--- src/rtl/pqet_pkg.sv ---
// Package for the power quality event timer: request, response and
// tracker control types, register indexes, reset values, magnitude helper.
// No dependencies.
package pqet_pkg;

   localparam int TIME_WIDTH      = 32;
   localparam int SAMPLE_WIDTH    = 24;
   localparam int PERIOD_WIDTH    = 32;
   localparam int SPAN_WIDTH      = 32;
   localparam int LIMIT_WIDTH     = 23;
   localparam int CSR_INDEX_WIDTH = 4;
   localparam int CSR_DATA_WIDTH  = 32;
   localparam int HITS_WIDTH      = 2;

   // Voltage needs this many exceeding samples before it alarms
   localparam logic [HITS_WIDTH-1:0] VOLTAGE_HITS_NEEDED = 2'd2;

   // Register indexes on the configuration port
   typedef enum logic [CSR_INDEX_WIDTH-1:0] {
      CSR_VOLTAGE_LIMIT      = 4'd0,
      CSR_CURRENT_LIMIT      = 4'd1,
      CSR_SHORT_PERIOD_LIMIT = 4'd2,
      CSR_LONG_PERIOD_LIMIT  = 4'd3
   } csr_index_type;

   // Reset values: full scale for the limits, 50.5 Hz and 49.5 Hz as periods
   localparam logic [LIMIT_WIDTH-1:0]  VOLTAGE_LIMIT_RESET      = 23'd8388607;
   localparam logic [LIMIT_WIDTH-1:0]  CURRENT_LIMIT_RESET      = 23'd8388607;
   localparam logic [PERIOD_WIDTH-1:0] SHORT_PERIOD_LIMIT_RESET = 32'd19802;
   localparam logic [PERIOD_WIDTH-1:0] LONG_PERIOD_LIMIT_RESET  = 32'd20202;

   typedef struct packed {
      logic signed [SAMPLE_WIDTH-1:0] voltage_mv;
      logic signed [SAMPLE_WIDTH-1:0] current_ma;
      logic [TIME_WIDTH-1:0]          time_us;
      logic [PERIOD_WIDTH-1:0]        period_us;
      logic                           period_present;
      logic                           last_sample;
   } pqet_req_type;

   typedef struct packed {
      logic                  overvoltage_flag;
      logic [SPAN_WIDTH-1:0] overvoltage_span;
      logic                  overcurrent_flag;
      logic [SPAN_WIDTH-1:0] overcurrent_span;
      logic                  high_freq_flag;
      logic [SPAN_WIDTH-1:0] high_freq_span;
      logic                  low_freq_flag;
      logic [SPAN_WIDTH-1:0] low_freq_span;
   } pqet_rsp_type;

   // Per-condition tracker control
   typedef struct packed {
      logic step;   // a sample is consumed this cycle
      logic hit;    // the condition holds on this sample
      logic fresh;  // no earlier hit in this record
   } pqet_track_ctrl_type;

   // Unsigned magnitude; the most negative code maps to 2^(SAMPLE_WIDTH-1)
   function automatic logic [SAMPLE_WIDTH-1:0] sample_mag(
      input logic [SAMPLE_WIDTH-1:0] raw);
      logic [SAMPLE_WIDTH-1:0] neg;
      neg = ~raw + {{(SAMPLE_WIDTH-1){1'b0}}, 1'b1};
      return raw[SAMPLE_WIDTH-1] ? neg : raw;
   endfunction

endpackage

--- src/rtl/pqet_track.sv ---
// First/last timestamp tracker for one alarm condition.
// Depends on pqet_pkg.
module pqet_track
   import pqet_pkg::*;
(
   input  logic                    clock,
   input  pqet_track_ctrl_type     ctrl,
   input  logic [TIME_WIDTH-1:0]   time_us,
   output logic [SPAN_WIDTH-1:0]   span
);

   logic [TIME_WIDTH-1:0] first_ff, first_in;
   logic [TIME_WIDTH-1:0] last_ff, last_in;
   logic [TIME_WIDTH-1:0] diff;

   // First time latches on the opening hit, last time follows every hit
   always_comb begin
      first_in = (ctrl.hit && ctrl.fresh) ? time_us : first_ff;
      last_in  = ctrl.hit ? time_us : last_ff;
      diff     = last_in - first_in;
      span     = diff[SPAN_WIDTH-1:0];
   end

   // Stale values are never reported: a flag always implies a fresh first hit
   always_ff @(posedge clock) begin
      if (ctrl.step) begin
         first_ff <= first_in;
         last_ff  <= last_in;
      end
   end

endmodule

--- src/rtl/power_quality_event_timer_unit.sv ---
// Power quality event timer: checks each meter sample for over/under limits
// and reports alarm flags and durations on the last sample of a record.
// A last request passes the input stage and then the result register.
// Throughput: one request per cycle; a last request waits only while the
// result register holds a response that is not being taken.
// Reset (synchronous, active high) clears the pipeline, the record state
// and loads the limit registers with their defaults.
module power_quality_event_timer_unit
   import pqet_pkg::*;
(
   input  logic                        clock,
   input  logic                        reset,
   input  logic                        req_valid,
   output logic                        req_ready,
   input  pqet_req_type                req_data,
   output logic                        rsp_valid,
   input  logic                        rsp_ready,
   output pqet_rsp_type                rsp_data,
   input  logic                        csr_valid,
   output logic                        csr_ready,
   input  logic [CSR_INDEX_WIDTH-1:0]  csr_index,
   input  logic [CSR_DATA_WIDTH-1:0]   csr_wdata
);

   // Limit registers
   logic [LIMIT_WIDTH-1:0]  voltage_limit_ff, current_limit_ff;
   logic [PERIOD_WIDTH-1:0] short_period_limit_ff, long_period_limit_ff;

   // Input stage
   logic         s1_valid_ff, s1_valid_in;
   pqet_req_type s1_ff;

   // Record state
   logic [HITS_WIDTH-1:0] voltage_hits_ff, voltage_hits_in, voltage_hits_next;
   logic [2:0]            seen_ff, seen_in, seen_next;

   // Result register
   logic         rsp_valid_ff, rsp_valid_in;
   pqet_rsp_type rsp_ff, rsp_in;

   logic out_free, s1_go, report;
   logic v_hit, c_hit, hf_hit, lf_hit, period_ok;
   logic [SPAN_WIDTH-1:0] v_span, c_span, hf_span, lf_span;
   pqet_track_ctrl_type   v_ctrl, c_ctrl, hf_ctrl, lf_ctrl;

   assign csr_ready = 1'b1;

   // Configuration writes; unknown indexes are dropped
   always_ff @(posedge clock) begin
      if (reset) begin
         voltage_limit_ff      <= VOLTAGE_LIMIT_RESET;
         current_limit_ff      <= CURRENT_LIMIT_RESET;
         short_period_limit_ff <= SHORT_PERIOD_LIMIT_RESET;
         long_period_limit_ff  <= LONG_PERIOD_LIMIT_RESET;
      end else if (csr_valid && csr_ready) begin
         case (csr_index)
            CSR_VOLTAGE_LIMIT:      voltage_limit_ff      <= csr_wdata[LIMIT_WIDTH-1:0];
            CSR_CURRENT_LIMIT:      current_limit_ff      <= csr_wdata[LIMIT_WIDTH-1:0];
            CSR_SHORT_PERIOD_LIMIT: short_period_limit_ff <= csr_wdata[PERIOD_WIDTH-1:0];
            CSR_LONG_PERIOD_LIMIT:  long_period_limit_ff  <= csr_wdata[PERIOD_WIDTH-1:0];
            default: ;
         endcase
      end
   end

   // Flow control: only a last sample needs room in the result register
   always_comb begin
      out_free    = !rsp_valid_ff || rsp_ready;
      s1_go       = s1_valid_ff && (!s1_ff.last_sample || out_free);
      report      = s1_go && s1_ff.last_sample;
      req_ready   = !s1_valid_ff || s1_go;
      s1_valid_in = req_ready ? req_valid : s1_valid_ff;
   end

   // Condition checks on the staged sample
   always_comb begin
      v_hit     = sample_mag(s1_ff.voltage_mv) > {1'b0, voltage_limit_ff};
      c_hit     = sample_mag(s1_ff.current_ma) > {1'b0, current_limit_ff};
      period_ok = s1_ff.period_present && (s1_ff.period_us != '0);
      hf_hit    = period_ok && (s1_ff.period_us < short_period_limit_ff);
      lf_hit    = period_ok && (s1_ff.period_us > long_period_limit_ff);
   end

   // Voltage hit counter and seen bits, cleared after a report
   always_comb begin
      voltage_hits_next = voltage_hits_ff;
      if (v_hit && (voltage_hits_ff < VOLTAGE_HITS_NEEDED))
         voltage_hits_next = voltage_hits_ff + 2'd1;
      seen_next = seen_ff | {lf_hit, hf_hit, c_hit};

      voltage_hits_in = voltage_hits_ff;
      seen_in         = seen_ff;
      if (s1_go) begin
         voltage_hits_in = s1_ff.last_sample ? '0 : voltage_hits_next;
         seen_in         = s1_ff.last_sample ? '0 : seen_next;
      end
   end

   always_comb begin
      v_ctrl  = '{step: s1_go, hit: v_hit,  fresh: (voltage_hits_ff == '0)};
      c_ctrl  = '{step: s1_go, hit: c_hit,  fresh: !seen_ff[0]};
      hf_ctrl = '{step: s1_go, hit: hf_hit, fresh: !seen_ff[1]};
      lf_ctrl = '{step: s1_go, hit: lf_hit, fresh: !seen_ff[2]};
   end

   pqet_track u_track_v  (.clock(clock), .ctrl(v_ctrl),  .time_us(s1_ff.time_us),
                          .span(v_span));
   pqet_track u_track_c  (.clock(clock), .ctrl(c_ctrl),  .time_us(s1_ff.time_us),
                          .span(c_span));
   pqet_track u_track_hf (.clock(clock), .ctrl(hf_ctrl), .time_us(s1_ff.time_us),
                          .span(hf_span));
   pqet_track u_track_lf (.clock(clock), .ctrl(lf_ctrl), .time_us(s1_ff.time_us),
                          .span(lf_span));

   // Report assembly: span is zero whenever its flag is clear
   always_comb begin
      rsp_in.overvoltage_flag = (voltage_hits_next >= VOLTAGE_HITS_NEEDED);
      rsp_in.overcurrent_flag = seen_next[0];
      rsp_in.high_freq_flag   = seen_next[1];
      rsp_in.low_freq_flag    = seen_next[2];
      rsp_in.overvoltage_span = rsp_in.overvoltage_flag ? v_span  : '0;
      rsp_in.overcurrent_span = rsp_in.overcurrent_flag ? c_span  : '0;
      rsp_in.high_freq_span   = rsp_in.high_freq_flag   ? hf_span : '0;
      rsp_in.low_freq_span    = rsp_in.low_freq_flag    ? lf_span : '0;
      rsp_valid_in = report ? 1'b1 : (rsp_valid_ff && !rsp_ready);
   end

   // Control registers
   always_ff @(posedge clock) begin
      if (reset) begin
         s1_valid_ff     <= 1'b0;
         rsp_valid_ff    <= 1'b0;
         voltage_hits_ff <= '0;
         seen_ff         <= '0;
      end else begin
         s1_valid_ff     <= s1_valid_in;
         rsp_valid_ff    <= rsp_valid_in;
         voltage_hits_ff <= voltage_hits_in;
         seen_ff         <= seen_in;
      end
   end

   // Payload registers
   always_ff @(posedge clock) begin
      if (req_ready && req_valid)
         s1_ff <= req_data;
      if (report)
         rsp_ff <= rsp_in;
   end

   assign rsp_valid = rsp_valid_ff;
   assign rsp_data  = rsp_ff;

endmodule

--- config.mk ---
export PLATFORM = sky130hd
export DESIGN_NAME = power_quality_event_timer_unit
export DESIGN_NICKNAME = d
export VERILOG_FILES = /design/src/rtl/pqet_pkg.sv /design/src/rtl/pqet_track.sv /design/src/rtl/power_quality_event_timer_unit.sv
export SDC_FILE = /design/constraint.sdc
export NUM_CORES = 1
export LEC_CHECK = 0
export BUFFER_PORTS_ARGS = -buffer_cell sky130_fd_sc_hd__buf_2
export CORE_MARGIN = 10
export CORE_UTILIZATION = 55
export DETAILED_ROUTE_END_ITERATION = 10
export GPL_TIMING_DRIVEN = 0
export PLACE_DENSITY = 0.75
export SYNTH_ARGS = -nofsm -noshare
export SYNTH_HDL_FRONTEND = slang
export SYNTH_SLANG_ARGS = --single-unit
export TNS_END_PERCENT = 30
--- constraint.sdc ---
create_clock -name clock -period 11.17 [get_ports clock]
set_clock_uncertainty 0.2 [all_clocks]
set_input_delay 0.5585 -clock clock [delete_from_list [all_inputs] [get_ports clock]]
set_output_delay 0.5585 -clock clock [all_outputs]
set_load 0.01 [all_outputs]
After elaboration in Yosys (flattened, before gate mapping)
Index checks and enable logic that the tools add are counted.
{"block": "word_totals", "wordCells": 92, "out_inout_bits": 135, "regBits": 619, "inputBits": 155}
{"block": "op_classes", "n_mux": 14, "order_cmp": 6, "n_reduce_logical": 29, "n_eq_ne": 3, "n_bitwise": 3, "n_addsub": 7}
{"cell": "$mux 32", "count": 8}
{"cell": "$sub 32x32->32", "count": 4}
{"cell": "$add 24x1->24 const B", "count": 2}
{"cell": "$gt 24x23->1", "count": 2}
{"cell": "$mux 24", "count": 2}
{"cell": "$not 24->24", "count": 2}
{"cell": "$gt 32x32->1", "count": 1}
{"cell": "$lt 32x32->1", "count": 1}
{"cell": "$reduce_bool 32->1", "count": 1}
{"cell": "$logic_and 1x1->1", "count": 12}
{"cell": "$eq 4x2->1 const B", "count": 2}
{"cell": "$reduce_and 2->1", "count": 4}
{"cell": "$logic_not 1->1", "count": 7}
{"cell": "$eq 4x1->1 const B", "count": 1}
{"cell": "$logic_not 4->1", "count": 1}
{"cell": "$mux 2", "count": 2}
{"cell": "$logic_or 1x1->1", "count": 3}
{"cell": "$mux 3", "count": 1}
{"cell": "$or 3x3->3", "count": 1}
{"cell": "$add 2x1->2 const B", "count": 1}
{"cell": "$ge 2x2->1 const B", "count": 1}
{"cell": "$logic_not 2->1", "count": 1}
{"cell": "$lt 2x2->1 const B", "count": 1}
{"cell": "$mux 1", "count": 1}

Depth between registers and ports, before layout
Gate-level depths: netlist of the first run.
{"block": "depth", "ltp_word": 7, "mapped_depth": 32, "mapped_depth_nobuf": 30}

Modules after synthesis
Synthesis of the first run repeated with hierarchy kept, for this count alone.
{"block": "unflattened", "hier_cells": 3191, "area_unflattened_um2": 35340.1}
{"mod": "power_quality_event_timer_unit", "n_inst": 1, "seq_area_each_um2": 9729.3, "cells_per_inst": 1433, "area_per_inst_um2": 16351.9}
{"mod": "pqet_track at u_track_v", "n_inst": 1, "seq_area_each_um2": 1921.8, "cells_per_inst": 464, "area_per_inst_um2": 4911.0}
{"mod": "pqet_track at u_track_hf", "n_inst": 1, "seq_area_each_um2": 1921.8, "cells_per_inst": 453, "area_per_inst_um2": 4808.4}
{"mod": "pqet_track at u_track_c", "n_inst": 1, "seq_area_each_um2": 1921.8, "cells_per_inst": 423, "area_per_inst_um2": 4674.5}
{"mod": "pqet_track at u_track_lf", "n_inst": 1, "seq_area_each_um2": 1921.8, "cells_per_inst": 418, "area_per_inst_um2": 4594.4}

Worst setup path after synthesis of the first run
OpenSTA, ideal clock, no wires.
{"block": "synth_timing", "path_kind": "input to register", "from": "input port rsp_ready", "to": "register rsp_ff (netlist bit rsp_data[0]) (enable)", "stages": 6, "n_path_buf": 0, "setup_slack_ns": 1.553, "arrival_time_ns": 8.933, "setup_ns": 0.484, "required_ns": 10.486, "path_cell_list": "nor2b_1 > nand2_1 > nand2_1 > inv_1 > nand2_1 > inv_1"}
{"block": "synth_via", "elab_chain_len": 4}
{"item": "from (decl)", "line": "power_quality_event_timer_unit.sv:17", "source": "input logic rsp_ready,"}
{"item": "$logic_or 1x1->1", "line": "power_quality_event_timer_unit.sv:68", "source": "out_free = !rsp_valid_ff || rsp_ready;"}
{"item": "$logic_or 1x1->1", "line": "power_quality_event_timer_unit.sv:69", "source": "s1_go = s1_valid_ff && (!s1_ff.last_sample || out_free);"}
{"item": "$logic_and 1x1->1", "line": "power_quality_event_timer_unit.sv:69"}
{"item": "via s1_go", "line": "power_quality_event_timer_unit.sv:41", "source": "logic out_free, s1_go, report;"}
{"item": "$logic_and 1x1->1", "line": "power_quality_event_timer_unit.sv:70", "source": "report = s1_go && s1_ff.last_sample;"}
{"item": "via report", "line": "power_quality_event_timer_unit.sv:41"}
{"item": "to (signal assigned)", "line": "power_quality_event_timer_unit.sv:148", "source": "rsp_ff <= rsp_in;"}
{"item": "to (decl)", "line": "power_quality_event_timer_unit.sv:39", "source": "pqet_rsp_type rsp_ff, rsp_in;"}
The timed path passes the listed nets, and every way through them passes these cells.
A chain may end at the register's enable or synchronous reset.

Worst setup path in the final report of the first run
{"block": "layout_timing", "from": "register s1_ff[93] in the netlist's numbering", "to": "register rsp_ff (netlist bit rsp_data[129]), data pin"}
{"block": "layout_via", "elab_chain_len": 7, "word_cells_on_any_way": 11, "cone_classes": "add/sub: 2; order compare: 2; mux: 4; bitwise: 1; reduce/logical: 2"}
{"item": "from (decl)", "line": "power_quality_event_timer_unit.sv:31", "source": "pqet_req_type s1_ff;"}
{"item": "from (signal assigned)", "line": "power_quality_event_timer_unit.sv:146", "source": "s1_ff <= req_data;"}
{"item": "$not 24->24", "line": "pqet_pkg.sv:63", "source": "neg = ~raw + {{(SAMPLE_WIDTH-1){1'b0}}, 1'b1};"}
{"item": "$add 24x1->24", "line": "pqet_pkg.sv:63"}
{"item": "$mux 24 *", "line": "pqet_pkg.sv:64", "source": "return raw[SAMPLE_WIDTH-1] ? neg : raw;"}
{"item": "$gt 24x23->1 *", "line": "power_quality_event_timer_unit.sv:77", "source": "v_hit = sample_mag(s1_ff.voltage_mv) > {1'b0, voltage_limit_ff};"}
{"item": "$logic_and 1x1->1, on equally long branches", "line": "pqet_track.sv:18, power_quality_event_timer_unit.sv:87"}
{"item": "$mux 32 or $mux 2 (tied branches)", "line": "pqet_track.sv:18, power_quality_event_timer_unit.sv:87"}
{"item": "$sub 32x32->32 or $ge 2x2->1 (tied branches)", "line": "pqet_track.sv:20, power_quality_event_timer_unit.sv:117"}
Every way passes the cells marked *; elsewhere a longest branch is shown, timed or not.

==> results of run 1 <==
==> through the flow <==
stage,instance area (µm²),utilization
after floorplan,33400,-
after global placement,35800,0.594
after detailed placement,36000,0.597
after CTS,39400,0.654
after global routing,39400,0.654
final,39400,0.654
==> power groups by stage <==
| stage | clock, µW | combinational, µW | sequential [µW] |
|---|---|---|---|
| 3_5_place_dp | 0 | 931 | 2700 |
| 2_1_floorplan | 0 | 653 | 2710 |
| 4_1_cts | 2310 | 972 | 2660 |
| 3_3_place_gp | 0 | 892 | 2720 |
| 5_1_grt | 2400 | 1080 | 2660 |
| 6_report | 2290 | 988 | 2660 |
==> area by class of cell <==
type / instances / area, µm² / share of cell area
repair buffers: 411 / 2770 / 0.0703
flip-flops and latches: 619 / 17400 / 0.442
diodes: 1 / 2.50 / 0.0000635
clock inverters: 33 / 365 / 0.00928
plain buffers: 116 / 518 / 0.0132
well taps: 782 / 978 / 0.0248
multi-input cells: 1960 / 14600 / 0.372
clock buffers: 92 / 1870 / 0.0476
inverters: 216 / 823 / 0.0209
==> how the worst max path moves through the flow <==
stage | start | endpoint | slack, ps
5_1_grt | s1_ff[95]$_DFFE_PP_ | rsp_data[129]$_SDFFCE_PN0P_ | 1690
3_3_place_gp | rsp_ready | seen_ff[1]$_SDFFE_PP0P_ | -2770
3_5_place_dp | s1_ff[95]$_DFFE_PP_ | rsp_data[129]$_SDFFCE_PN0P_ | 2480
4_1_cts | s1_ff[95]$_DFFE_PP_ | rsp_data[129]$_SDFFCE_PN0P_ | 2360
2_1_floorplan | rsp_ready | rsp_data[0]$_SDFFCE_PP0P_ | 1550
6_report | s1_ff[93]$_DFFE_PP_ | rsp_data[129]$_SDFFCE_PN0P_ | 2310
==> cells in the final DEF (no fill, tap or decap), types with 30 or more instances in the layout <==
cell type      Yosys  layout
edfxtp_1         502     502
buf_2             15     302
nand2_1          254     254
ha_1             236     236
inv_1            215     213
nor2_1           189     189
a21oi_1          167     167
mux2_2           160     160
mux2i_1          129     129
dfxtp_1          117     117
dlygate4sd3_1      0     117
clkbuf_1          84     102
o21ai_0           91      91
a21o_1            88      88
xnor2_1           87      87
clkbuf_16          0      70
xor2_1            58      58
nand2b_1          38      38
a211o_1           37      37
nand3b_1          36      36
nand4_1           34      34
nor3_1            33      33
mux2_1            30      30
==> metal layers <==
layer / vias up / wire length (µm)
li1: 11500 / -
met1: 11900 / 37600
met4: 0 / 3390
met2: 978 / 43500
met5: - / 0
met3: 184 / 6360
==> flip-flops by register name, indices dropped and copies added (netlist names) <==
signal and count:
current_limit_ff 23, long_period_limit_ff 32, rsp_data 132, rsp_valid 1, s1_ff 114, s1_valid_ff 1, seen_ff 3, short_period_limit_ff 32
u_track_c.first_ff 32, u_track_c.last_ff 32, u_track_hf.first_ff 32, u_track_hf.last_ff 32, u_track_lf.first_ff 32, u_track_lf.last_ff 32, u_track_v.first_ff 32, u_track_v.last_ff 32
voltage_hits_ff 2, voltage_limit_ff 23
==> kinds of logic after synthesis <==
logic type	Yosys count	synth area share
AO/OA/AOI/OAI	527	0.102
other	1	0.000112
multiplexers	319	0.103
flip-flops	619	0.522
XOR/XNOR	145	0.0381
AND/OR/NAND/NOR	728	0.104
adder cells (fa/ha/maj)	240	0.0909
buffers and inverters	332	0.0398
==> critical path: cells and delay by family, from the launching register on <==
family                     cells  cell delay [ps]
AOI/OAI and AO/OA             11             3800
and+or+nand+nor                8             2070
xor gates and xnor gates       1              140
buffers and inverters          4              650
adders and majority gates      2              610
muxes                          2              710
DFF                            1              470
==> impl_metrics.py, run 1 <==
metrics = {
    "placed_design": {
        "portBuffers": 287,
        "place_hpwl_um": 63500,
        "dp_cells": 3987,
        "detailedPlace.worstSlack_ps": 2480,
        "place_congestion": 0.929,
    },
    "critical_path": {
        "end_kind": "flop",
        "reg2regPathDepth": 28,
        "critPathSlowestCell": "a2111oi_0",
        "r2r-end": "rsp_data[129]$_SDFFCE_PN0P_",
        "required_ps": 11370,
        "criticalPathCategory": "flop to flop",
        "start_kind": "flop",
        "critPathMaxFanout": 10,
        "worstPathArrival_ps": 9060,
        "critPathMaxStageDelay_ps": 820,
        "rr_startpoint": "s1_ff[93]$_DFFE_PP_",
        "rrSetupSlack_ps": 2310,
    },
    "drt": {
        "ant_nets": 0,
        "wl_per_cell_um": 21.5,
        "vias": 24600,
        "routed_wl_um": 90800,
        "drt_pre_antenna_iters": 5,
        "drt_iter0_drc": 2016,
        "via_per_inst": 5.83,
        "drc": 0,
    },
    "grt": {
        "met1_usage": 0.318,
        "grt_overflow": 0,
        "antenna_found_initial": 2,
        "grt_pass1_wl_um": 139000,
        "grt_max_degree": 138,
        "grt_pass1_vias": 24700,
        "grt_util_met3": 0.0394,
        "met2_usage": 0.417,
        "grtUsageTotal": 0.250,
        "grt.busiest_layer": "met2",
    },
    "sta": {
        "slew_viol_final": 0,
        "setup_ws_ps": 2310,
        "final-hold-violation-count": 0,
        "period_share": 0.793,
        "fin_setup_tns_ps": 0,
        "setup_viol": 0,
        "max-slew-margin-rel": 0.181,
        "fmax_mhz": 113,
        "fin_crit_ps": 8860,
        "whs_ps": 32.7,
        "grt_setup_unrepaired": "false",
        "tightest_slew_ps": 1230,
    },
    "cells_and_area": {
        "nFillCells": 4434,
        "synthToLayoutAreaGrowth_pct": 18.0,
        "fin_nets": 3788,
        "finish.cell_count_without_fillers": 4230,
        "drive_gt1_frac": 0.173,
    },
    "worst_hold_path": {
        "whs_endpoint": "long_period_limit_ff[27]$_SDFFE_PP0P_",
        "min_from": "csr_wdata[27]",
        "hold-path-cell-count": 3,
        "min_path_type": "primary input to flop",
    },
    "synth": {
        "yosys.cell_count.top_type": "edfxtp_1",
        "syn_avg_cell_area_um2": 11.5,
        "yosys.area.top_type": "edfxtp_1",
        "synth_fp_nets": 3306,
        "ys_seq_area_frac": 0.522,
        "yosysWarnings": 0,
        "synth_area_um2": 33400,
        "synth_cells": 2911,
        "synth_ff_type": "edfxtp_1",
        "yosys-top-cells-count": "edfxtp_1, nand2_1, ha_1, inv_1, nor2_1",
        "synth.distinct_cells": 75,
        "ys_top_cells_by_area": "edfxtp_1, ha_1, dfxtp_1",
        "synth_top_area_share": 0.452,
        "async_flop_share": 0,
        "ys_ff_latch": 619,
        "synth_edf_count": 502,
    },
    "clocking": {
        "clockBufferDepth": 3,
        "cts-hold-fix-buffers": 117,
        "cts_max_level": 3,
        "clk_pin_slew_worst_paths_ps": 70,
        "cts_resized": 0,
        "numCtsBuffers": 69,
        "clock_latency_ps": 610,
        "cts_tree": "built",
        "cts_setup_buffers": 0,
        "cts.sinks": 619,
        "clock_tree.root_cell": "clkbuf_16",
    },
    "floorplanning": {
        "initial_core_util": 0.554,
        "rows": 90,
        "die_w_um": 266,
        "ios": 290,
        "coreArea_um2": 60200,
        "die_y_um": 266,
        "dieArea_um2": 70900,
    },
    "status": {
        "status": "finished, final reports clean",
    },
    "pwr": {
        "p_leak_uw": 0.0163,
        "seqPwrFrac": 0.448,
        "p_per_area_nw_per_um2": 151,
        "peakVddDrop_mv": 0.120,
        "p_int_uw": 4370,
        "switching_share": 0.263,
        "power.share.clock": 0.386,
        "total_power_uw": 5930,
        "p_comb_frac": 0.166,
        "p_switching_uw": 1560,
    },
    "run": {
        "maxCapViolations": 0,
    },
}
No activity file was read; power rests on OpenSTA's default activity.
==> inputs of run 2 (changes only) <==
--- a/config.mk
+++ b/config.mk
@@ -10,7 +10,7 @@
 export CORE_UTILIZATION = 55
 export DETAILED_ROUTE_END_ITERATION = 10
 export GPL_TIMING_DRIVEN = 0
-export PLACE_DENSITY = 0.75
+export PLACE_DENSITY = 0.78
 export SYNTH_ARGS = -nofsm -noshare
 export SYNTH_HDL_FRONTEND = slang
 export SYNTH_SLANG_ARGS = --single-unit
==> constraint.sdc (replaced) <==
create_clock -name clock -period 7.74 [get_ports clock]
set_clock_uncertainty 0.2 [all_clocks]
set_input_delay 0.387 -clock clock [delete_from_list [all_inputs] [get_ports clock]]
set_output_delay 0.387 -clock clock [all_outputs]
set_load 0.01 [all_outputs]
==> impl_metrics.py, run 2 (synthesis gave the netlist of run 1 again) <==
metrics = {
    "sta": {
        "final-hold-violation-count": 0,
        "slew_viol_final": 0,
        "fin_setup_tns_ps": 0,
        "setup_viol": 0,
        "max-slew-margin-rel": 0.193,
        "tightest_slew_ps": 1210,
        "period_share": 0.980,
        "fin_crit_ps": 7580,
        "fmax_mhz": 132,
        "grt_setup_unrepaired": "true",
    },
    "floorplanning": {
        "rows": 90,
        "die_w_um": 266,
        "die_y_um": 266,
        "initial_core_util": 0.554,
        "coreArea_um2": 60200,
        "dieArea_um2": 70900,
        "ios": 290,
    },
    "cells_and_area": {
        "synthToLayoutAreaGrowth_pct": 21.2,
        "largest_register_ff_count": 132,
        "drive_gt1_frac": 0.196,
        "regArea_um2": 17400,
        "nFillCells": 4228,
        "mostFrequentLayoutCells": "edfxtp_1, buf_2, nand2_1",
        "final_common_cell": "edfxtp_1",
        "multiInputGateArea_um2": 15000,
        "fin_nets": 3840,
    },
    "critical_path": {
        "critPathMaxFanout": 10,
        "rrSetupSlack_ps": 160,
        "start_kind": "flop",
        "critPathMaxStageDelay_ps": 560,
        "worstPathArrival_ps": 7820,
        "crit_top_cell": "buf_4",
        "end_kind": "flop",
        "critPathSlowestCell": "or4_4",
        "criticalPathCategory": "flop to flop",
        "required_ps": 7980,
    },
    "grt": {
        "antenna_found_initial": 1,
        "grt_overflow": 0,
        "grt_max_degree": 109,
        "grt_pass1_wl_um": 142000,
        "grtUsageTotal": 0.255,
        "grt_pass1_vias": 25100,
    },
    "pwr": {
        "p_leak_uw": 0.0167,
        "peakVddDrop_mv": 0.190,
        "total_power_uw": 8820,
        "p_per_area_nw_per_um2": 218,
    },
    "worst_hold_path": {
        "min_path_type": "primary input to flop",
    },
    "clocking": {
        "clock_latency_ps": 640,
        "numCtsBuffers": 69,
        "clk_pin_slew_worst_paths_ps": 70,
        "cts_max_level": 3,
        "clockBufferDepth": 3,
        "cts_tree": "built",
        "cts.sinks": 619,
        "clock_tree.root_cell": "clkbuf_16",
    },
    "drt": {
        "ant_nets": 0,
        "wl_per_cell_um": 21.7,
        "drt_iter0_drc": 2467,
        "vias": 25100,
        "routed_wl_um": 93100,
        "drc": 0,
        "via_per_inst": 5.86,
        "drt_pre_antenna_iters": 5,
    },
    "placed_design": {
        "portBuffers": 287,
        "place_hpwl_um": 64000,
        "place_congestion": 0.926,
    },
    "status": {
        "status": "finished, final reports clean",
    },
    "run": {
        "maxCapViolations": 0,
    },
}
run 2: cell count changes in the layout (fill, tap and decap cells not counted), moves of 4 or more:
cell / delta
a211oi_1: -4
a21oi_1: -4
buf_12: +7
buf_4: +15
clkbuf_1: -9
clkinv_1: -4
dlygate4sd3_1: +32
mux2i_1: -5
mux2i_2: +5
nor4_1: -5
o21ai_0: -9
o21ai_1: +6
or4_1: -4
or4_4: +4
run 2: metal layers:
layer	up-vias	share of wire	GRT usage
met5	-	0	0
met1	12100	0.41	0.329
li1	11600	-	-
met3	249	0.078	0.0493
met2	1095	0.47	0.416
met4	0	0.042	0.108
run 2: worst max-delay path, delay by kind of cell, from the launching register on:
kind	cells	cell delay, ps
adders and majority gates	2	570
AOI/OAI and AO/OA	6	1380
and+or+nand+nor	13	3350
DFF	1	400
buffers and inverters	5	840
muxes	2	470
xor gates and xnor gates	1	150
run 2: worst paths after layout:
| kind | startpoint | depth (start not counted) | end |
|---|---|---|---|
| hold reg to reg | long_period_limit_ff[8]$_SDFFE_PP0P_ | 2 | long_period_limit_ff[8]$_SDFFE_PP0P_ |
| hold / removal | csr_index[1] | 4 | current_limit_ff[1]$_SDFFE_PP1P_ |
| setup reg to reg | s1_ff[95]$_DFFE_PP_ | 29 | rsp_data[128]$_SDFFCE_PN0P_ |
| setup / recovery | s1_ff[95]$_DFFE_PP_ | 29 | rsp_data[128]$_SDFFCE_PN0P_ |
run 2: what timing repair did:
action | CTS | global route
hold endpoints to repair | 226 | 0
buffers inserted | 10 | 6
hold buffers | 149 | 0
setup endpoints to repair | 27 | 20
pin swaps | 9 | 18
gates resized for setup | 41 | 49
run 2: area by class of cell:
type | instances | share of cell area
Clock buffer | 86 | 0.0465
Antenna cell | 1 | 0.0000619
Inverter | 216 | 0.0203
Timing Repair Buffer | 463 | 0.0813
Multi-Input combinational cell | 1960 | 0.371
Clock inverter | 39 | 0.0126
Sequential cell | 619 | 0.431
Buffer | 116 | 0.0132
Tap cell | 782 | 0.0242
run 2: power breakdown:
group | total (µW) | internal (µW) | switching (µW)
combinational | 1490 | 628 | 862
clock | 3490 | 2080 | 1400
sequential | 3840 | 3770 | 70.4
run 2: per-stage QoR:
stage	instances	util	cell area [µm²]	worst slack (ps)	hold WS, ps
floorplan	2911	-	33400	267	236
global placement	3980	0.594	35800	-2620	243
detailed placement	3991	0.598	36000	-1070	250
CTS	4275	0.667	40200	14.7	23.0
global route	4282	0.671	40500	-111	66.0
finish	4282	0.671	40500	158	48.5
==> inputs of run 3 (changes only) <==
--- a/config.mk
+++ b/config.mk
@@ -10,7 +10,7 @@
 export CORE_UTILIZATION = 55
 export DETAILED_ROUTE_END_ITERATION = 10
 export GPL_TIMING_DRIVEN = 0
-export PLACE_DENSITY = 0.78
+export PLACE_DENSITY = 0.75
 export SYNTH_ARGS = -nofsm -noshare
 export SYNTH_HDL_FRONTEND = slang
 export SYNTH_SLANG_ARGS = --single-unit
==> constraint.sdc (replaced) <==
create_clock -name clock -period 9.6 [get_ports clock]
set_clock_uncertainty 0.2 [all_clocks]
set_input_delay 0.48 -clock clock [delete_from_list [all_inputs] [get_ports clock]]
set_output_delay 0.48 -clock clock [all_outputs]
set_load 0.01 [all_outputs]
==> impl_metrics.py, run 3 (synthesis gave the netlist of run 1 again) <==
metrics = {
    "status": {
        "status": "finished, final reports clean",
    },
    "floorplanning": {
        "rows": 90,
        "ios": 290,
        "dieArea_um2": 70900,
        "die_y_um": 266,
        "initial_core_util": 0.554,
        "die_w_um": 266,
        "coreArea_um2": 60200,
    },
    "placed_design": {
        "detailedPlace.worstSlack_ps": 914,
        "place_hpwl_um": 63500,
        "portBuffers": 287,
        "place_congestion": 0.929,
        "dp_cells": 3987,
    },
    "pwr": {
        "peakVddDrop_mv": 0.140,
        "p_per_area_nw_per_um2": 174,
        "p_leak_uw": 0.0164,
    },
    "drt": {
        "via_per_inst": 5.81,
        "drt_pre_antenna_iters": 5,
        "drt_iter0_drc": 1945,
        "routed_wl_um": 91200,
        "drc": 0,
        "wl_per_cell_um": 21.4,
        "ant_nets": 0,
        "vias": 24700,
    },
    "critical_path": {
        "critPathMaxStageDelay_ps": 810,
        "end_kind": "flop",
        "start_kind": "flop",
        "r2r-end": "rsp_data[129]$_SDFFCE_PN0P_",
        "reg2regPathDepth": 28,
        "worstPathArrival_ps": 9110,
        "rrSetupSlack_ps": 680,
        "criticalPathCategory": "flop to flop",
        "rr_startpoint": "s1_ff[93]$_DFFE_PP_",
        "critPathSlowestCell": "a2111oi_0",
        "required_ps": 9790,
        "critPathMaxFanout": 10,
    },
    "clocking": {
        "numCtsBuffers": 69,
        "clockBufferDepth": 3,
        "clock_tree.root_cell": "clkbuf_16",
        "cts_resized": 0,
        "clock_latency_ps": 610,
        "clk_pin_slew_worst_paths_ps": 70,
        "cts_tree": "built",
        "cts_max_level": 3,
        "cts.sinks": 619,
    },
    "cells_and_area": {
        "mostFrequentLayoutCells": "edfxtp_1, buf_2, nand2_1",
        "nFillCells": 4396,
        "finish.utilization": 0.658,
        "synthToLayoutAreaGrowth_pct": 18.8,
        "largest_register_ff_count": 132,
        "finish.cell_count_without_fillers": 4255,
        "final_common_cell": "edfxtp_1",
        "fin_nets": 3812,
        "drive_gt1_frac": 0.172,
    },
    "run": {
        "maxCapViolations": 0,
    },
    "grt": {
        "grt_pass1_vias": 24900,
        "grt_max_degree": 138,
        "grtUsageTotal": 0.251,
        "antenna_found_initial": 2,
        "grt_overflow": 0,
        "grt_pass1_wl_um": 139000,
    },
    "sta": {
        "fmax_mhz": 112,
        "grt_setup_unrepaired": "false",
        "fin_crit_ps": 8920,
        "slew_viol_final": 0,
        "max-slew-margin-rel": 0.188,
        "setup_viol": 0,
        "tightest_slew_ps": 1220,
        "final-hold-violation-count": 0,
        "setup_ws_ps": 680,
        "period_share": 0.929,
    },
    "worst_hold_path": {
        "min_from": "csr_wdata[19]",
        "min_path_type": "primary input to flop",
        "whs_endpoint": "short_period_limit_ff[19]$_SDFFE_PP0P_",
        "hold-path-cell-count": 3,
    },
}
## run 3: how the worst max path moves through the flow
stage                   startpoint  cells after the start                           to
3_5_place_dp   s1_ff[95]$_DFFE_PP_                     28  rsp_data[129]$_SDFFCE_PN0P_
3_3_place_gp             rsp_ready                      9      seen_ff[1]$_SDFFE_PP0P_
4_1_cts        s1_ff[95]$_DFFE_PP_                     28  rsp_data[129]$_SDFFCE_PN0P_
6_report       s1_ff[93]$_DFFE_PP_                     28  rsp_data[129]$_SDFFCE_PN0P_
5_1_grt        s1_ff[95]$_DFFE_PP_                     28  rsp_data[129]$_SDFFCE_PN0P_
2_1_floorplan            rsp_ready                      6    rsp_data[0]$_SDFFCE_PP0P_
## run 3: layout make-up
cell class	instances	area, µm²	area share
Inverter	216	823	0.0208
Tap cell	782	978	0.0247
Antenna cell	2	5.00	0.000126
Buffer	116	518	0.0131
Clock buffer	92	1870	0.0473
Sequential cell	619	17400	0.440
Timing Repair Buffer	435	3010	0.0760
Clock inverter	33	365	0.00922
Multi-Input combinational cell	1960	14600	0.369
## run 3: worst max-delay path, delay by kind of cell (launching register included)
kind / cells / cell delay (ps)
flip-flops: 1 / 470
adder cells (fa/ha/maj): 2 / 610
multiplexers: 2 / 720
XOR/XNOR: 1 / 140
AND/OR/NAND/NOR: 8 / 2060
AO/OA/AOI/OAI: 11 / 3810
buffers and inverters: 4 / 650
## run 3: report_power, final
| group | internal, µW | switching [µW] |
|---|---|---|
| clock network | 1570 | 1090 |
| logic | 486 | 671 |
| registers | 3040 | 52.8 |
| total | 5090 | 1810 |
## run 3: timing repair
action,4_1_cts,5_1_grt
hold endpoints to repair,187,0
hold buffers,141,0
setup buffers,0,0
## run 3: routing by layer
metal | up-vias | share of wire | GRT usage
li1 | 11600 | - | -
met5 | - | 0 | 0
met1 | 12000 | 0.41 | 0.317
met4 | 0 | 0.039 | 0.111
met3 | 204 | 0.068 | 0.0428
met2 | 942 | 0.48 | 0.418
## run 3: stage by stage
step	TNS (ps)	total power, µW	hold slack, ps	cell area (µm²)
2_1_floorplan	0	3920	236	33400
3_3_place_gp	-574580	4210	242	35800
3_5_place_dp	0	4230	247	36000
4_1_cts	0	6920	0.683	39600
5_1_grt	0	7160	27.6	39600
6_report	0	6900	37.8	39600
